**config.mk**
```make
export PLATFORM = sky130hd
export DESIGN_NAME = link_reconnect_supervisor
export DESIGN_NICKNAME = d
export VERILOG_FILES = /design/src/sv/lrs_pkg.sv /design/src/sv/link_reconnect_supervisor.sv /design/src/sv/lrs_step.sv
export SDC_FILE = /design/constraint.sdc
export NUM_CORES = 1
export LEC_CHECK = 0
export ABC_AREA = 1
export ABC_CLOCK_PERIOD_IN_PS = 6800
export BUFFER_PORTS_ARGS = -buffer_cell sky130_fd_sc_hd__buf_2
export CAP_MARGIN = 5
export CORE_ASPECT_RATIO = 0.5
export CORE_MARGIN = 1
export CORE_UTILIZATION = 55
export CTS_CLUSTER_DIAMETER = 50
export DETAILED_ROUTE_END_ITERATION = 7
export PLACE_DENSITY = 0.69
export SLEW_MARGIN = 10
export SYNTH_ARGS = -nofsm -noshare
export SYNTH_HDL_FRONTEND = slang
export SYNTH_SLANG_ARGS = --single-unit
```
**constraint.sdc**
```tcl
create_clock -name clk -period 6.8 [get_ports clk]
set_input_delay 0 -clock clk [delete_from_list [all_inputs] [get_ports clk]]
set_output_delay 0 -clock clk [all_outputs]
set_load 0.005 [all_outputs]
```
**src/sv/lrs_pkg.sv**
```systemverilog
// Shared types and constants for the link reconnect supervisor.
`default_nettype none

package lrs_pkg;

    localparam int unsigned TIMER_W     = 20;
    localparam int unsigned PHASE_W     = 16;
    localparam int unsigned AGE_W       = 17;
    localparam int unsigned RETRY_W     = 4;
    localparam int unsigned CFG_IDX_W   = 3;
    localparam int unsigned CFG_DATA_W  = 17;
    localparam int unsigned BACKOFF_CAP = 4;

    localparam logic [AGE_W-1:0]   PONG_MAX  = '1;
    localparam logic [RETRY_W-1:0] RETRY_MAX = '1;

    // Reset values of the configuration registers.
    localparam logic [RETRY_W-1:0] MAX_RETRIES_RST  = 4'd5;
    localparam logic [15:0]        BASE_DELAY_RST   = 16'd30000;
    localparam logic [15:0]        HB_INTERVAL_RST  = 16'd30000;
    localparam logic [AGE_W-1:0]   PONG_TIMEOUT_RST = 17'd60000;
    localparam logic               NET_OK_START_RST = 1'b1;

    typedef enum logic [CFG_IDX_W-1:0] {
        CFG_MAX_RETRIES  = 3'd0,
        CFG_BASE_DELAY   = 3'd1,
        CFG_HB_INTERVAL  = 3'd2,
        CFG_PONG_TIMEOUT = 3'd3,
        CFG_NET_OK_START = 3'd4
    } cfg_index_t;

    typedef enum logic [2:0] {
        EV_CONNECT    = 3'd0,
        EV_DISCONNECT = 3'd1,
        EV_NET_CHANGE = 3'd2,
        EV_LINK_UP    = 3'd3,
        EV_LINK_DOWN  = 3'd4,
        EV_LINK_ERROR = 3'd5,
        EV_PONG       = 3'd6,
        EV_TICK       = 3'd7
    } evt_kind_t;

    typedef enum logic [1:0] {
        ST_DISC       = 2'd0,
        ST_CONNECTING = 2'd1,
        ST_CONNECTED  = 2'd2,
        ST_RECONN     = 2'd3
    } link_state_t;

    typedef struct packed {
        evt_kind_t kind;
        logic      reachable;
    } evt_t;

    typedef struct packed {
        link_state_t link_state;
        logic        state_changed;
        logic        cmd_connect;
        logic        cmd_disconnect;
        logic        send_ping;
        logic        ready_res;
    } res_t;

    typedef struct packed {
        logic [RETRY_W-1:0] max_retries;
        logic [15:0]        base_delay;
        logic [15:0]        hb_interval;
        logic [AGE_W-1:0]   pong_timeout;
    } cfg_t;

    typedef struct packed {
        link_state_t        cur;
        logic               want;
        logic               net_ok;
        logic [RETRY_W-1:0] retry;
        logic               pend;
        logic [TIMER_W-1:0] timer;
        logic               hb_run;
        logic [PHASE_W-1:0] hb_phase;
        logic [AGE_W-1:0]   pong_age;
    } sup_state_t;

endpackage

`default_nettype wire

```
**src/sv/link_reconnect_supervisor.sv**
```systemverilog
// Top level of the link reconnect supervisor: registers, handshake and config port.
//
// Usage:
//   evt channel: one event item (kind, reachable) per handshake; an item is
//     taken at a clock edge with evt_valid high and evt_stall low.
//   res channel: exactly one result item per event, in event order, taken at
//     an edge with res_valid high and res_stall low.
//   cfg channel: register writes by index (0 max retries, 1 base delay,
//     2 heartbeat interval, 3 pong timeout, 4 network ok at start); cfg_ready
//     is always high, unused indexes are dropped. Write only while idle.
// Path: an accepted event waits in the input register until the output
//   register is free, is stepped from there, and its result lands in the output
//   register, where res_valid rises.
// Throughput: one event per cycle while res_stall is low; the loop that sets it
//   is the update of the supervisor state register by the step logic.
// Stall: while res_stall holds a result, the input register keeps its item
//   and evt_stall rises, so at most two items wait inside the block.
// Reset: rst_n clears everything at once: link disconnected, counters zero,
//   network ok set, config registers at their reset values.
`default_nettype none

module link_reconnect_supervisor
    import lrs_pkg::*;
(
    input  wire logic                  clk,
    input  wire logic                  rst_n,
    input  wire logic                  evt_valid,
    output logic                       evt_stall,
    input  wire evt_t                  evt,
    output logic                       res_valid,
    input  wire logic                  res_stall,
    output res_t                       res,
    input  wire logic                  cfg_valid,
    output logic                       cfg_ready,
    input  wire logic [CFG_IDX_W-1:0]  cfg_index,
    input  wire logic [CFG_DATA_W-1:0] cfg_data
);

    cfg_t       cfg_reg;
    logic       net_start_reg;   // holds the written value; reset always restores it to 1
    sup_state_t st_reg;
    sup_state_t st_next;
    evt_t       evt_reg;
    logic       evt_valid_reg;
    res_t       res_reg;
    res_t       res_next;
    logic       res_valid_reg;
    logic       fire;
    logic       accept;

    assign cfg_ready = 1'b1;

    // step the held event when the output register is free
    assign fire      = evt_valid_reg && (!res_valid_reg || !res_stall);
    assign evt_stall = evt_valid_reg && !fire;
    assign accept    = evt_valid && !evt_stall;

    assign res_valid = res_valid_reg;
    assign res       = res_reg;

    always_ff @(posedge clk or negedge rst_n)
    begin
        if (!rst_n)
        begin
            cfg_reg.max_retries  <= MAX_RETRIES_RST;
            cfg_reg.base_delay   <= BASE_DELAY_RST;
            cfg_reg.hb_interval  <= HB_INTERVAL_RST;
            cfg_reg.pong_timeout <= PONG_TIMEOUT_RST;
            net_start_reg        <= NET_OK_START_RST;
        end
        else if (cfg_valid && cfg_ready)
        begin
            unique case (cfg_index)
                CFG_MAX_RETRIES:  cfg_reg.max_retries  <= cfg_data[RETRY_W-1:0];
                CFG_BASE_DELAY:   cfg_reg.base_delay   <= cfg_data[15:0];
                CFG_HB_INTERVAL:  cfg_reg.hb_interval  <= cfg_data[15:0];
                CFG_PONG_TIMEOUT: cfg_reg.pong_timeout <= cfg_data[AGE_W-1:0];
                CFG_NET_OK_START: net_start_reg        <= cfg_data[0];
                default:
                begin
                end
            endcase
        end
    end

    lrs_step u_step (
        .cur (st_reg),
        .cfg (cfg_reg),
        .evt (evt_reg),
        .nxt (st_next),
        .res (res_next)
    );

    always_ff @(posedge clk or negedge rst_n)
    begin
        if (!rst_n)
        begin
            st_reg          <= '{cur: ST_DISC, want: 1'b0, net_ok: NET_OK_START_RST,
                                 retry: '0, pend: 1'b0, timer: '0, hb_run: 1'b0,
                                 hb_phase: '0, pong_age: '0};
            evt_valid_reg   <= 1'b0;
            res_valid_reg   <= 1'b0;
        end
        else
        begin
            if (fire)
                st_reg <= st_next;

            if (accept)
                evt_valid_reg <= 1'b1;
            else if (fire)
                evt_valid_reg <= 1'b0;

            if (fire)
                res_valid_reg <= 1'b1;
            else if (!res_stall)
                res_valid_reg <= 1'b0;
        end
    end

    always_ff @(posedge clk)
    begin
        if (accept)
            evt_reg <= evt;
        if (fire)
            res_reg <= res_next;
    end

    // a stepped event always lands in the output register
    a_fire_lands: assert property (@(posedge clk) disable iff (!rst_n)
        fire |=> res_valid_reg)
        else $error("stepped event did not produce a result");

    // stall only while an event is held
    a_stall_held: assert property (@(posedge clk) disable iff (!rst_n)
        evt_stall |-> evt_valid_reg)
        else $error("input stalled with nothing held");

    // a connect command always comes with the connecting state
    a_connect_state: assert property (@(posedge clk) disable iff (!rst_n)
        (res_valid && res.cmd_connect) |-> (res.link_state == ST_CONNECTING))
        else $error("connect command outside connecting state");

    // the post-connect flag only with a connected link
    a_ready_state: assert property (@(posedge clk) disable iff (!rst_n)
        (res_valid && res.ready_res) |-> (res.link_state == ST_CONNECTED))
        else $error("ready flag without connected state");

    // heartbeat phase rests at zero while the heartbeat is stopped
    a_hb_phase: assert property (@(posedge clk) disable iff (!rst_n)
        !st_reg.hb_run |-> (st_reg.hb_phase == '0))
        else $error("heartbeat phase moved while stopped");

endmodule

`default_nettype wire

```
**src/sv/lrs_step.sv**
```systemverilog
// Next-state and result logic for one supervisor event.
`default_nettype none

module lrs_step
    import lrs_pkg::*;
(
    input  sup_state_t cur,
    input  cfg_t       cfg,
    input  evt_t       evt,
    output sup_state_t nxt,
    output res_t       res
);

    sup_state_t         s;
    logic               o_connect;
    logic               o_disconnect;
    logic               o_ping;
    logic               do_down;
    logic [RETRY_W-1:0] prior;
    logic [2:0]         sh;
    logic [TIMER_W-1:0] base_ext;

    always_comb
    begin
        s            = cur;
        o_connect    = 1'b0;
        o_disconnect = 1'b0;
        o_ping       = 1'b0;
        do_down      = 1'b0;
        prior        = cur.retry;
        sh           = '0;
        base_ext     = {{(TIMER_W-16){1'b0}}, cfg.base_delay};

        unique case (evt.kind)
            EV_CONNECT:
            begin
                s.want  = 1'b1;
                s.retry = '0;
                s.pend  = 1'b0;
                if (s.net_ok)
                begin
                    s.cur     = ST_CONNECTING;
                    o_connect = 1'b1;
                end
                else
                begin
                    s.cur = ST_DISC;
                end
            end
            EV_DISCONNECT:
            begin
                s.want       = 1'b0;
                s.pend       = 1'b0;
                s.hb_run     = 1'b0;
                s.hb_phase   = '0;
                o_disconnect = 1'b1;
                s.cur        = ST_DISC;
            end
            EV_NET_CHANGE:
            begin
                if (evt.reachable != s.net_ok)
                begin
                    s.net_ok = evt.reachable;
                    if (evt.reachable)
                    begin
                        if (s.want && (s.cur == ST_DISC || s.cur == ST_RECONN))
                        begin
                            s.retry   = '0;
                            s.pend    = 1'b0;
                            s.cur     = ST_CONNECTING;
                            o_connect = 1'b1;
                        end
                    end
                    else
                    begin
                        s.pend = 1'b0;
                        if (s.cur != ST_DISC)
                        begin
                            s.hb_run     = 1'b0;
                            s.hb_phase   = '0;
                            o_disconnect = 1'b1;
                            s.cur        = ST_DISC;
                        end
                    end
                end
            end
            EV_LINK_UP:
            begin
                s.retry    = '0;
                s.cur      = ST_CONNECTED;
                s.hb_run   = 1'b1;
                s.hb_phase = '0;
                s.pong_age = '0;
            end
            EV_LINK_DOWN:
            begin
                do_down = 1'b1;
            end
            EV_LINK_ERROR:
            begin
                if (s.cur == ST_CONNECTED)
                    s.cur = ST_RECONN;
            end
            EV_PONG:
            begin
                s.pong_age = '0;
            end
            EV_TICK:
            begin
                if (s.pong_age != PONG_MAX)
                    s.pong_age = s.pong_age + 1'b1;
                // reconnect countdown first; a zero count fires at once
                if (s.pend)
                begin
                    if (s.timer != '0)
                        s.timer = s.timer - 1'b1;
                    if (s.timer == '0)
                    begin
                        s.pend = 1'b0;
                        if (s.want && s.net_ok)
                        begin
                            s.cur     = ST_CONNECTING;
                            o_connect = 1'b1;
                        end
                    end
                end
                if (s.hb_run)
                begin
                    s.hb_phase = s.hb_phase + 1'b1;
                    if (s.hb_phase >= cfg.hb_interval)
                    begin
                        s.hb_phase = '0;
                        if (s.cur == ST_CONNECTED)
                        begin
                            if (s.pong_age > cfg.pong_timeout)
                                do_down = 1'b1;
                            else
                                o_ping = 1'b1;
                        end
                    end
                end
            end
            default:
            begin
            end
        endcase

        // link down, from the event itself or from a missed pong
        if (do_down)
        begin
            s.hb_run   = 1'b0;
            s.hb_phase = '0;
            if (!s.want || !s.net_ok)
            begin
                s.cur = ST_DISC;
            end
            else
            begin
                prior = s.retry;
                if (s.retry != RETRY_MAX)
                    s.retry = s.retry + 1'b1;
                if (prior >= cfg.max_retries)
                begin
                    s.cur = ST_DISC;
                end
                else
                begin
                    s.cur   = ST_RECONN;
                    sh      = (prior < RETRY_W'(BACKOFF_CAP)) ? prior[2:0] : 3'(BACKOFF_CAP);
                    s.timer = base_ext << sh;
                    s.pend  = 1'b1;
                end
            end
        end

        nxt                = s;
        res.link_state     = s.cur;
        res.state_changed  = (s.cur != cur.cur);
        res.cmd_connect    = o_connect;
        res.cmd_disconnect = o_disconnect;
        res.send_ping      = o_ping;
        res.ready_res      = (evt.kind == EV_LINK_UP);
    end

endmodule

`default_nettype wire
```
==> impl_metrics.json, run 1 <==
{
  "status": "finished, final reports clean",
  "regToRegSetupSlack_ps": 2080,
  "drv_cap": 0,
  "stdcell_count": 1423,
  "min_path_type": "input pin to register",
  "rsz0062_at_grt": "false",
  "fin_crit_sh": 0.694,
  "routed_wirelength_um": 21100,
  "gp_congestion": 0.904,
  "post-dp-hpwl_um": 15000,
  "power_leakage_nw": 4.73,
  "final_common_cell": "nand2_1",
  "clk_pin_slew_ps": 60,
  "cpPeakStageDelay_ps": 410,
  "port_buffers": 37,
  "hold_viol": 0,
  "synth_area_um2": 8490,
  "vias": 7755,
  "fillCellCount": 1301,
  "power_density_nw_per_um2": 316,
  "crit_top_cell": "nand2_1",
  "vias_per_cell": 5.45,
  "syn_nets": 1236,
  "nNetsFinal": 1284,
  "initial_core_util": 0.574,
  "p_seq_frac": 0.358,
  "async_reset_ff_frac": 0.915,
  "cts_max_level": 4,
  "io_pins": 39,
  "p_sw_mw": 1.21,
  "start_kind": "register",
  "drv_slew": 0,
  "path_class": "register to register",
  "area_delta_synth_final_pct": 12.9,
  "most-common-layout-cells": "nand2_1 (314), inv_1 (153), o21ai_0 (135)",
  "drc_errors": 0,
  "fp.dieH_um": 89.9,
  "yosys_most_used_dff": "dfrtp_1",
  "die_width_um": 178,
  "cts_tree": "yes",
  "wl_per_cell_um": 14.8,
  "worstMarginPinSlew_ps": 1040,
  "clock-sinks": 129,
  "arrival_ps": 4900,
  "grt_use_total": 0.281,
  "place_inst": 1367,
  "yosys_warnings": 0,
  "timing.fmax_mhz": 212,
  "critPathCaptureType": "register",
  "antenna_found_initial": 0,
  "finalSetupViolCount": 0,
  "drt_iter0_drc": 648,
  "rows": 31,
  "yosysUniqueCellTypes": 48,
  "cts_buffers": 17,
  "grt_pass1_wl_um": 35200,
  "cp_max_fo": 40,
  "final_layout_size_suffix_gt1_frac": 0.107,
  "critPathRequiredTime_ps": 6970,
  "irDropWorstVdd_mv": 0.226,
  "ys_ff_latch": 129,
  "worst_path_max_delay_cell": "nor3b_1",
  "cts-root-buf": "clkbuf_16",
  "swShare": 0.399,
  "largest_reg_flops": 63,
  "core_area_um2": 14800,
  "p_comb_frac": 0.355,
  "synth_cells": 1164,
  "dr.pass1.iters": 5,
  "cellInternalPower_mw": 1.82,
  "clock_latency_ps": 430,
  "clock_path_buffers": 2,
  "period_minus_slack_ps": 4720,
  "overflow": 0,
  "synth_area_per_cell_um2": 7.29,
  "grt_max_degree": 64,
  "timing.slew.headroom": 0.302,
  "clock_power_share": 0.287,
  "synth_edf_count": 11,
  "yosysSeqAreaShare": 0.390,
  "fin_skew_ps": 11.0,
  "num_antenna_cells": 0,
  "final.setup.tns_ps": 0,
  "dieArea_um2": 16000,
  "grt_pass1_vias": 7143,
  "drtAntennaViolNets": 0
}
-- metal layers --
layer | vias to the layer above | GRT usage | part of all wire
met3 | 36 | 0.0592 | 0.065
met1 | 3582 | 0.405 | 0.48
met5 | - | 0 | 0
li1 | 3897 | - | -
met2 | 240 | 0.423 | 0.44
met4 | 0 | 0.0812 | 0.017
-- logic make-up after synthesis --
logic type                 count (synthesis)  share of synthesized area
AOI/OAI and AO/OA                        228                      0.150
xor gates and xnor gates                  33                     0.0340
adders and majority gates                 43                     0.0634
buffers and inverters                    194                     0.0901
DFF                                      129                      0.390
muxes                                      1                    0.00133
other                                      1                   0.000442
and+or+nand+nor                          535                      0.270
-- power groups by stage --
stage	combinational (mW)	clock (mW)	sequential, mW
2_1_floorplan	0.820	0	1.06
3_3_place_gp	1.03	0	1.09
3_5_place_dp	1.05	0	1.09
4_1_cts	1.07	0.879	1.08
5_1_grt	1.24	0.914	1.11
6_report	1.08	0.869	1.08
-- worst max-delay path: cells and delay by family, from the launching register on --
kind | cells | cell delay (ps)
adder cells (fa/ha/maj) | 2 | 520
XOR/XNOR | 1 | 160
flip-flops | 1 | 400
AND/OR/NAND/NOR | 21 | 3220
AO/OA/AOI/OAI | 1 | 190
-- worst paths after layout --
| path | depth (start not counted) | from | endpoint |
|---|---|---|---|
| max in group asynchronous | 3 | rst_n | st_reg[20] |
| hold reg to reg | 2 | st_reg[58] | st_reg[58] |
| setup / recovery | 25 | st_reg[1] | res[4] |
| hold / removal | 3 | cfg_data[0] | cfg_reg[49] |
| setup reg to reg | 25 | st_reg[1] | res[4] |
| min in group asynchronous | 2 | rst_n | st_reg[46] |
-- cells in the mapped netlist (3+ instances only) --
| master | count | area share |
|---|---|---|
| dfrtp_1 | 94 | 0.28 |
| o22ai_1 | 21 | 0.015 |
| a31oi_1 | 6 | 0.0044 |
| xor2_1 | 31 | 0.032 |
| a21oi_1 | 24 | 0.014 |
| o211ai_1 | 16 | 0.014 |
| nand2_2 | 4 | 0.0029 |
| clkbuf_1 | 24 | 0.011 |
| o221ai_1 | 4 | 0.0041 |
| o31ai_1 | 6 | 0.0053 |
| nand3_1 | 57 | 0.034 |
| nand2_1 | 314 | 0.14 |
| nor2_4 | 3 | 0.0040 |
| or2_2 | 10 | 0.0074 |
| o21ai_0 | 135 | 0.080 |
| dfstp_2 | 24 | 0.074 |
| and2_1 | 3 | 0.0022 |
| ha_1 | 43 | 0.063 |
| nor2_1 | 101 | 0.045 |
| nor2_2 | 4 | 0.0029 |
| buf_4 | 4 | 0.0035 |
| nor3_1 | 11 | 0.0065 |
| nand3_2 | 3 | 0.0035 |
| edfxtp_1 | 11 | 0.039 |
| inv_2 | 3 | 0.0013 |
| o21ai_1 | 6 | 0.0035 |
| nand4_1 | 14 | 0.010 |
| buf_2 | 5 | 0.0029 |
| inv_1 | 153 | 0.068 |
| nor3b_1 | 4 | 0.0035 |
| nor4_1 | 3 | 0.0022 |
-- layout make-up --
type                       instances  area [um^2]  area share
multi-input combinational        841         4420       0.461
sequential                       129         3310       0.346
tap                              198          248      0.0258
clock inverter                    12         96.3      0.0100
clock buffer                      20          457      0.0476
inverter                         158          593      0.0619
timing repair buffer              65          458      0.0478
-- through the flow --
stage	total power, mW	instance area [um^2]	setup WS, ps	util	hold WS, ps
detailed placement	2.14	8790	2190	0.595	128
global placement	2.12	8790	2310	0.595	121
finish	3.03	9590	2080	0.649	22.1
global route	3.26	9590	1590	0.649	20.4
CTS	3.03	9590	2130	0.649	5.79
floorplan	1.88	8490	3050	-	-296
-- what timing repair did --
item | 4_1_cts | 5_1_grt
buffers inserted | 0 | 0
resized for setup | 0 | 0
hold buffers | 24 | 0
endpoints found under the hold margin | 105 | 0
No activity file was read; power rests on OpenSTA's default activity.
==> run 2: changes to the inputs <==
ABC_CLOCK_PERIOD_IN_PS = 4200   (was 6800)
PLACE_DENSITY = 0.71   (was 0.69)
clock period = 4.2 ns   (was 6.8 ns; I/O delays follow)
==> impl_metrics.json, run 2 (synthesized netlist as in run 1, its figures left out) <==
{
  "place_ws_ps": -23.2,
  "cellInternalPower_mw": 2.98,
  "min_path_cells": 4,
  "num_antenna_cells": 0,
  "post-dp-hpwl_um": 15400,
  "drtAntennaViolNets": 0,
  "cts_buffers": 17,
  "p_comb_frac": 0.354,
  "stdcell_count": 1444,
  "swShare": 0.414,
  "dieArea_um2": 16000,
  "status": "finished, final reports clean",
  "overflow": 0,
  "clock_latency_ps": 440,
  "drv_slew": 0,
  "arrival_ps": 4270,
  "clock-sinks": 129,
  "p_sw_mw": 2.10,
  "timing.fmax_mhz": 251,
  "cp_max_fo": 22,
  "rows": 31,
  "place_inst": 1374,
  "io_pins": 39,
  "drt_iter0_drc": 677,
  "cts_tree": "yes",
  "dr.pass1.iters": 5,
  "fillCellCount": 1237,
  "r2r_end": "st_reg[48]",
  "area_delta_synth_final_pct": 17.0,
  "grt_pass1_wl_um": 36700,
  "fp.dieH_um": 89.9,
  "grt_max_degree": 75,
  "die_width_um": 178,
  "r2r.worst_path.cells": 24,
  "fin_crit_sh": 0.948,
  "min_from": "cfg_index[2]",
  "initial_core_util": 0.574,
  "critPathCaptureType": "register",
  "clock_path_buffers": 2,
  "core_area_um2": 14800,
  "gp_congestion": 0.880,
  "fin_skew_ps": 13.8,
  "grt_pass1_vias": 7405,
  "final.setup.tns_ps": 0,
  "clock_power_share": 0.299,
  "cts-root-buf": "clkbuf_16",
  "most-common-layout-cells": "nand2_1 (313), inv_1 (153), o21ai_0 (135)",
  "min_path_type": "input pin to register",
  "port_buffers": 37,
  "final_layout_size_suffix_gt1_frac": 0.133,
  "power_density_nw_per_um2": 512,
  "irDropWorstVdd_mv": 0.335,
  "power_leakage_nw": 4.89,
  "timing.slew.headroom": 0.296,
  "hold_viol": 0,
  "drc_errors": 0,
  "finalSetupViolCount": 0,
  "p_seq_frac": 0.347,
  "routed_wirelength_um": 21900,
  "worstMarginPinSlew_ps": 1050,
  "start_kind": "register",
  "cts_max_level": 4,
  "final_common_cell": "nand2_1",
  "critPathRequiredTime_ps": 4490,
  "drv_cap": 0,
  "vias": 7869,
  "whs_ps": 61.8,
  "setup_ws_ps": 219,
  "clk_pin_slew_ps": 70,
  "regToRegSetupSlack_ps": 220,
  "antenna_found_initial": 0,
  "r2r-start": "st_reg[1]",
  "largest_reg_flops": 63,
  "vias_per_cell": 5.45,
  "period_minus_slack_ps": 3980,
  "nNetsFinal": 1305,
  "whs_endpoint": "cfg_reg[49]",
  "path_class": "register to register",
  "grt_use_total": 0.294,
  "wl_per_cell_um": 15.2
}
==> run 2: layer usage <==
layer  GRT usage  vias to the layer above  share of wire
met5           0                        -              0
met1       0.419                     3670           0.49
li1            -                     3951              -
met3      0.0656                       34          0.055
met2       0.442                      214           0.44
met4      0.0947                        0          0.018
==> run 2: how the worst max path moves through the flow <==
stage	slack (ps)	start	to
floorplan	450	st_reg[0]	res[4]
global placement	110	st_reg[1]	st_reg[45]
detailed placement	-20	st_reg[0]	st_reg[48]
CTS	30	st_reg[0]	st_reg[48]
global route	-40	st_reg[1]	st_reg[33]
finish	220	st_reg[1]	st_reg[48]
==> run 2: power groups by stage <==
stage / Clock, mW / Combinational [mW] / Sequential [mW]
global route: 1.59 / 2.06 / 1.80
global placement: 0 / 1.68 / 1.76
detailed placement: 0 / 1.71 / 1.77
finish: 1.52 / 1.80 / 1.77
floorplan: 0 / 1.33 / 1.71
CTS: 1.53 / 1.75 / 1.76
==> run 2: final cells by class <==
class                   instances  area, um^2  share of cell area
clock buffers                  17         425              0.0428
repair buffers                 86         651              0.0655
flip-flops and latches        129        3310               0.333
clock inverters                15         186              0.0188
multi-input cells             841        4520               0.454
well taps                     198         248              0.0249
inverters                     158         597              0.0601
==> run 2: critical path, cell delays in order, from the launching register on <==
cell and delay [ps]:
dfrtp_1 420, ha_4 180, nand3_4 100, nor3b_2 230, nand2_1 90, nor3b_2 210
nand2_1 120, nand4_1 100, nor2_1 70, nand2_1 100, nor2_1 70, xor2_1 160
ha_1 310, nand4_1 170, nor3_2 250, nand4_1 120, nand3_1 110, nand2_2 110
nor2_4 140, nand4_4 150, nand2_8 150, nand2_4 100, buf_12 170, nor2_1 110
o22ai_1 100
==> run 2: per-stage QoR <==
step	instance area [um^2]	power, mW	utilization
after detailed placement	8860	3.48	0.599
after floorplan	8490	3.04	-
after global placement	8860	3.44	0.599
after global routing	9940	5.44	0.672
final	9940	5.09	0.672
after CTS	9730	5.03	0.658
==> run 2: timing repair <==
item                                   in CTS  in global routing
setup endpoints to repair                  24                 47
resized for setup                           2                 21
hold buffers                               25                  0
buffers inserted                            0                 13
pin swaps                                   0                 13
endpoints found under the hold margin     126                  0
